$ cat config.mk
export PLATFORM = sky130hd
export DESIGN_NAME = ffba_cell
export DESIGN_NICKNAME = d
export VERILOG_FILES = /design/src/rtl/ffba_pkg.sv /design/src/rtl/ffba_cell.sv
export SDC_FILE = /design/constraint.sdc
export NUM_CORES = 1
export LEC_CHECK = 0
export BUFFER_PORTS_ARGS = -buffer_cell sky130_fd_sc_hd__buf_2
export CORE_MARGIN = 2
export CORE_UTILIZATION = 25
export CTS_BUF_LIST = sky130_fd_sc_hd__clkbuf_8
export CTS_CLUSTER_DIAMETER = 120
export DETAILED_ROUTE_END_ITERATION = 8
export PLACE_DENSITY = 0.6
export SLEW_MARGIN = 25
export SYNTH_ARGS = -nofsm -noshare
export SYNTH_HDL_FRONTEND = slang
export SYNTH_SLANG_ARGS = --single-unit
$ cat constraint.sdc
create_clock -name clock -period 1.9 [get_ports clock]
set_input_delay 0.285 -clock clock [delete_from_list [all_inputs] [get_ports clock]]
set_output_delay 0.285 -clock clock [all_outputs]
set_load 0.05 [all_outputs]
$ cat src/rtl/ffba_pkg.sv
// Shared types and constants of the first-fit block allocator.
package ffba_pkg;

   localparam int unsigned ADDR_W = 32;
   localparam int unsigned SIZE_W = 24;

   localparam logic [ADDR_W-1:0] HEAP_BASE_RESET  = 32'd65536;
   localparam logic [ADDR_W-1:0] HEAP_LIMIT_RESET = 32'd16777216;

   typedef enum logic {
      OP_ALLOC = 1'b0,
      OP_FREE  = 1'b1
   } op_type;

   typedef enum logic [1:0] {
      ST_OK      = 2'd0,
      ST_ZERO    = 2'd1,
      ST_NOSPACE = 2'd2,
      ST_IGNORED = 2'd3
   } status_type;

   typedef enum logic {
      CSR_HEAP_BASE  = 1'b0,
      CSR_HEAP_LIMIT = 1'b1
   } csr_type;

   typedef enum logic [1:0] {
      S_IDLE,
      S_SWEEP,
      S_RESOLVE
   } state_type;

   // Search token walking down the cell row.
   typedef struct packed {
      logic              valid;
      logic              hit;
      logic [ADDR_W-1:0] addr;
   } tok_type;

   // One table entry, also what shifts from cell to cell on a push.
   typedef struct packed {
      logic [ADDR_W-1:0] addr;
      logic [SIZE_W-1:0] len;
      logic              free;
   } entry_type;

   // Command broadcast to every cell.
   typedef struct packed {
      op_type            op;
      logic [SIZE_W-1:0] size;
      logic [ADDR_W-1:0] addr;
      logic              push;
   } cmd_type;

endpackage

$ cat src/rtl/ffba_cell.sv
// One table cell: holds a block entry, checks the passing search token, shifts on a push.
module ffba_cell #(
   parameter int unsigned INDEX   = 0,
   parameter int unsigned COUNT_W = 7
) (
   input  logic                clock,
   input  logic                reset,
   input  ffba_pkg::cmd_type   cmd,
   input  logic [COUNT_W-1:0]  count,
   input  ffba_pkg::tok_type   tok_in,
   output ffba_pkg::tok_type   tok_out,
   input  ffba_pkg::entry_type shift_in,
   output ffba_pkg::entry_type shift_out
);

   localparam logic [COUNT_W-1:0] MY_INDEX = COUNT_W'(INDEX);

   logic [ffba_pkg::ADDR_W-1:0] addr_ff;
   logic [ffba_pkg::SIZE_W-1:0] len_ff;
   logic                        free_ff;
   logic                        free_in;
   ffba_pkg::tok_type           tok_ff;
   ffba_pkg::tok_type           tok_in_n;
   logic                        live;
   logic                        match;
   logic                        claim;

   assign live  = count > MY_INDEX;
   assign match = (cmd.op == ffba_pkg::OP_FREE) ? (addr_ff == cmd.addr)
                                                : (free_ff && (len_ff >= cmd.size));
   assign claim = tok_in.valid && !tok_in.hit && live && match;

   always_comb begin
      tok_in_n       = tok_in;
      tok_in_n.hit   = tok_in.hit || claim;
      tok_in_n.addr  = claim ? addr_ff : tok_in.addr;
      if (cmd.push) begin
         free_in = shift_in.free;
      end else if (claim) begin
         free_in = (cmd.op == ffba_pkg::OP_FREE);
      end else begin
         free_in = free_ff;
      end
   end

   always_ff @(posedge clock) begin
      if (reset) begin
         free_ff <= 1'b0;
         tok_ff  <= '0;
      end else begin
         free_ff <= free_in;
         tok_ff  <= tok_in_n;
      end
   end

   always_ff @(posedge clock) begin
      if (cmd.push) begin
         addr_ff <= shift_in.addr;
         len_ff  <= shift_in.len;
      end
   end

   assign tok_out        = tok_ff;
   assign shift_out.addr = addr_ff;
   assign shift_out.len  = len_ff;
   assign shift_out.free = free_ff;

endmodule

==> metrics.txt <==
Syn Area/Cell=12.4 µm²; Register-to-Register Setup Slack=-0.38 ns; cells after synthesis=344; top fanout value on the critical path=6; Port Buffer Count=248; Chip Height=135 µm; vias per inst=4.14; failing checks=negative setup slack; crit path kind=register to register; worst path required time=2.15 ns; cell taking the most area after synthesis=edfxtp_1; Seq/Total Area, Yosys=0.559; Cell Area, Placed=6230 µm²; CTS sink count=91; H-Tree Depth=3; reg-to-reg startpoint=len_ff[15]; drc violations=0; Leak=3.36 nW; Hold Slack=0.0810 ns; I/O pins=249; RePlAce Congestion=0.784; clock-pin slew on the worst setup and hold paths=0.10 ns; VDD IR-drop max=0.390 mV; FMAX=438 MHz; core area=16600 µm²; Routed WL per cell=14.5 µm; hold_buf cts=0; hold path endpoint=addr_ff[12]; DR vias=3664; Area growth syn-to-layout=55.2%; global-route wire length before repair=19700 µm; Rel. slew slack=0.687; Tcrit/Tclk final=1.20; critical path, cell by cell=ha_4, nand4_1, nor3_1, o31ai_4, a31oi_2, a211oi_4, buf_12, clkbuf_16, mux2i_1; slack of the critical path=-0.384 ns; fraction of layout cells with a size suffix above 1=0.526; CTS tree=yes; FP Rows=47; area share of the largest cell type after synthesis=0.394; cell area after layout=6620 µm²; most numerous cell in the Yosys netlist=nand2b_1; DRT Pass-1 Iters=4; total die area=18100 µm²; Starting Density=0.256; maximum clock path buffer count=2; status=finished, violations left; power per cell area=757 nW/µm²; grt total ovfl=0; #FFs+latches synth=91; largest net degree at the start of global routing=31; drt total wl=12900 µm; Worst Tran Pin Value=0.470 ns; Post-synth EDFFs=56; Setup TNS=-11.77 ns; Main synth FF type=edfxtp_1; crit path capture type=register; hold wc startpoint=shift_in[37]; fin crit period=2.28 ns; Clk Tree Root Cell=clkbuf_8; Final Util=0.398; GRT Util Overall=0.141; post-detailed-route count of antenna-violating nets=0; DR iter-0 viols=61; Max stage delay on crit path=0.45 ns; RR Endpoint=tok_out[0]; number of clock buffers inserted by TritonCTS=9; Worst Reg-to-Reg Cells=9; clk_skew=0.0177 ns; RSZ-0062 raised after global routing=true; CP bufs+invs=2; Pins Over Slew Limit=0; critical path's top delay family=simple AND/OR/NAND/NOR gates; Post-Syn Area=4270 µm²; synth warn=0; Critical Path Start Type=register; post-DP HPWL=10400 µm; Hold Path Class=primary input to register; initial antenna violation count=1; via count of the first global-routing pass=3897; Final Hold Viols=0; Clock Latency Late Sink=0.37 ns; hold-critical path depth=1; overall power=5.01 mW; Slowest-stage cell, CP=edfxtp_1; top cells by area, synth=edfxtp_1 (39%), dfxtp_1 (16%), nand2b_1 (9.5%); Setup-failing EPs final=34; Die Width=135 µm; CP arrival=2.53 ns; Synth Net Count=526; # Max-Cap Violations=0; Yosys cell types=34; ys async rst share=0; layout net count=842; Commonest cells post-synth=nand2b_1 (65), edfxtp_1 (56), dfxtp_1 (35), mux2i_1 (32), xor2_1 (31)
-- per-stage QoR --
stage	setup slack (ns)	cells
finish	-0.384	886
global route	-0.521	885
CTS	-0.357	882
detailed placement	-0.470	864
global placement	-0.440	864
floorplan	-0.484	344
-- final cells by class --
type	instances	area [µm²]
fillers	1664	10000
flip-flops and latches	91	2380
repair buffers	316	1840
multi-input cells	216	1820
well taps	220	275
clock buffers	11	151
inverters	26	97.6
clock inverters	5	55.1
diodes	1	2.50
-- cells by family after synthesis --
family / after synthesis / synth area share
xor+xnor: 32 / 0.0657
buf+inv: 37 / 0.0414
simple gates: 103 / 0.148
flops: 91 / 0.559
compound gates: 25 / 0.0411
mux: 32 / 0.0751
fa+ha+maj: 24 / 0.0704
-- registers in the layout, summed over array words and instances, names as in the netlist --
register  flops
tok_out      34
len_ff       24
free_ff       1
addr_ff      32
-- worst register-to-register path, cell delays in order (launching register included) --
cell,delay (ns)
edfxtp_1,0.45
ha_4,0.31
nand4_1,0.16
nor3_1,0.39
o31ai_4,0.12
a31oi_2,0.24
a211oi_4,0.08
buf_12,0.16
clkbuf_16,0.17
mux2i_1,0.11
-- layer usage --
metal,wire (µm),GRT usage,vias to the layer above
met5,0,0,-
met4,297,0.0626,0
met1,5150,0.159,1689
met3,837,0.0387,18
li1,-,-,1825
met2,6600,0.249,132
-- placed cells by master (no fill, tap or decap), types with 2 or more instances in the layout --
| master | n |
|---|---|
| a21o_1 | 2 |
| a21oi_1 | 8 |
| a21oi_2 | 2 |
| buf_12 | 4 |
| buf_2 | 248 |
| buf_4 | 61 |
| clkbuf_16 | 2 |
| clkbuf_8 | 11 |
| dfxtp_1 | 35 |
| edfxtp_1 | 56 |
| ha_1 | 21 |
| ha_4 | 3 |
| inv_1 | 28 |
| mux2i_1 | 31 |
| nand2_1 | 6 |
| nand2b_1 | 65 |
| nand3_1 | 3 |
| nand4_1 | 6 |
| nor2_1 | 3 |
| nor2b_1 | 2 |
| nor3_1 | 5 |
| nor3_2 | 2 |
| nor4_1 | 5 |
| nor4_2 | 2 |
| o21ai_1 | 2 |
| xor2_1 | 31 |
-- worst max-delay path by stage --
stage                           start           to  slack [ns]  depth (start not counted)
after floorplan            len_ff[13]  tok_out[10]       -0.48                          8
after global placement        cmd[54]  tok_out[16]       -0.44                         11
after detailed placement   len_ff[21]  tok_out[19]       -0.47                          9
after CTS                 addr_ff[25]  tok_out[19]       -0.36                         10
after global routing       len_ff[15]  tok_out[19]       -0.52                          9
final                      len_ff[15]   tok_out[0]       -0.38                          9
-- where the power goes --
part | total, mW | leakage (nW) | switching, mW | internal (mW)
registers | 2.32 | 0.840 | 0.0737 | 2.25
logic | 1.32 | 2.41 | 0.838 | 0.481
clock network | 1.37 | 0.113 | 0.696 | 0.679
total | 5.01 | 3.36 | 1.61 | 3.41
-- what timing repair did --
item / in CTS / in global routing
gates cloned: 0 / 2
pin swaps: 6 / 6
endpoints found under the setup margin: 34 / 34
gates resized for setup: 9 / 9
buffers inserted: 2 / 1
(Power assumes the default switching activity.)
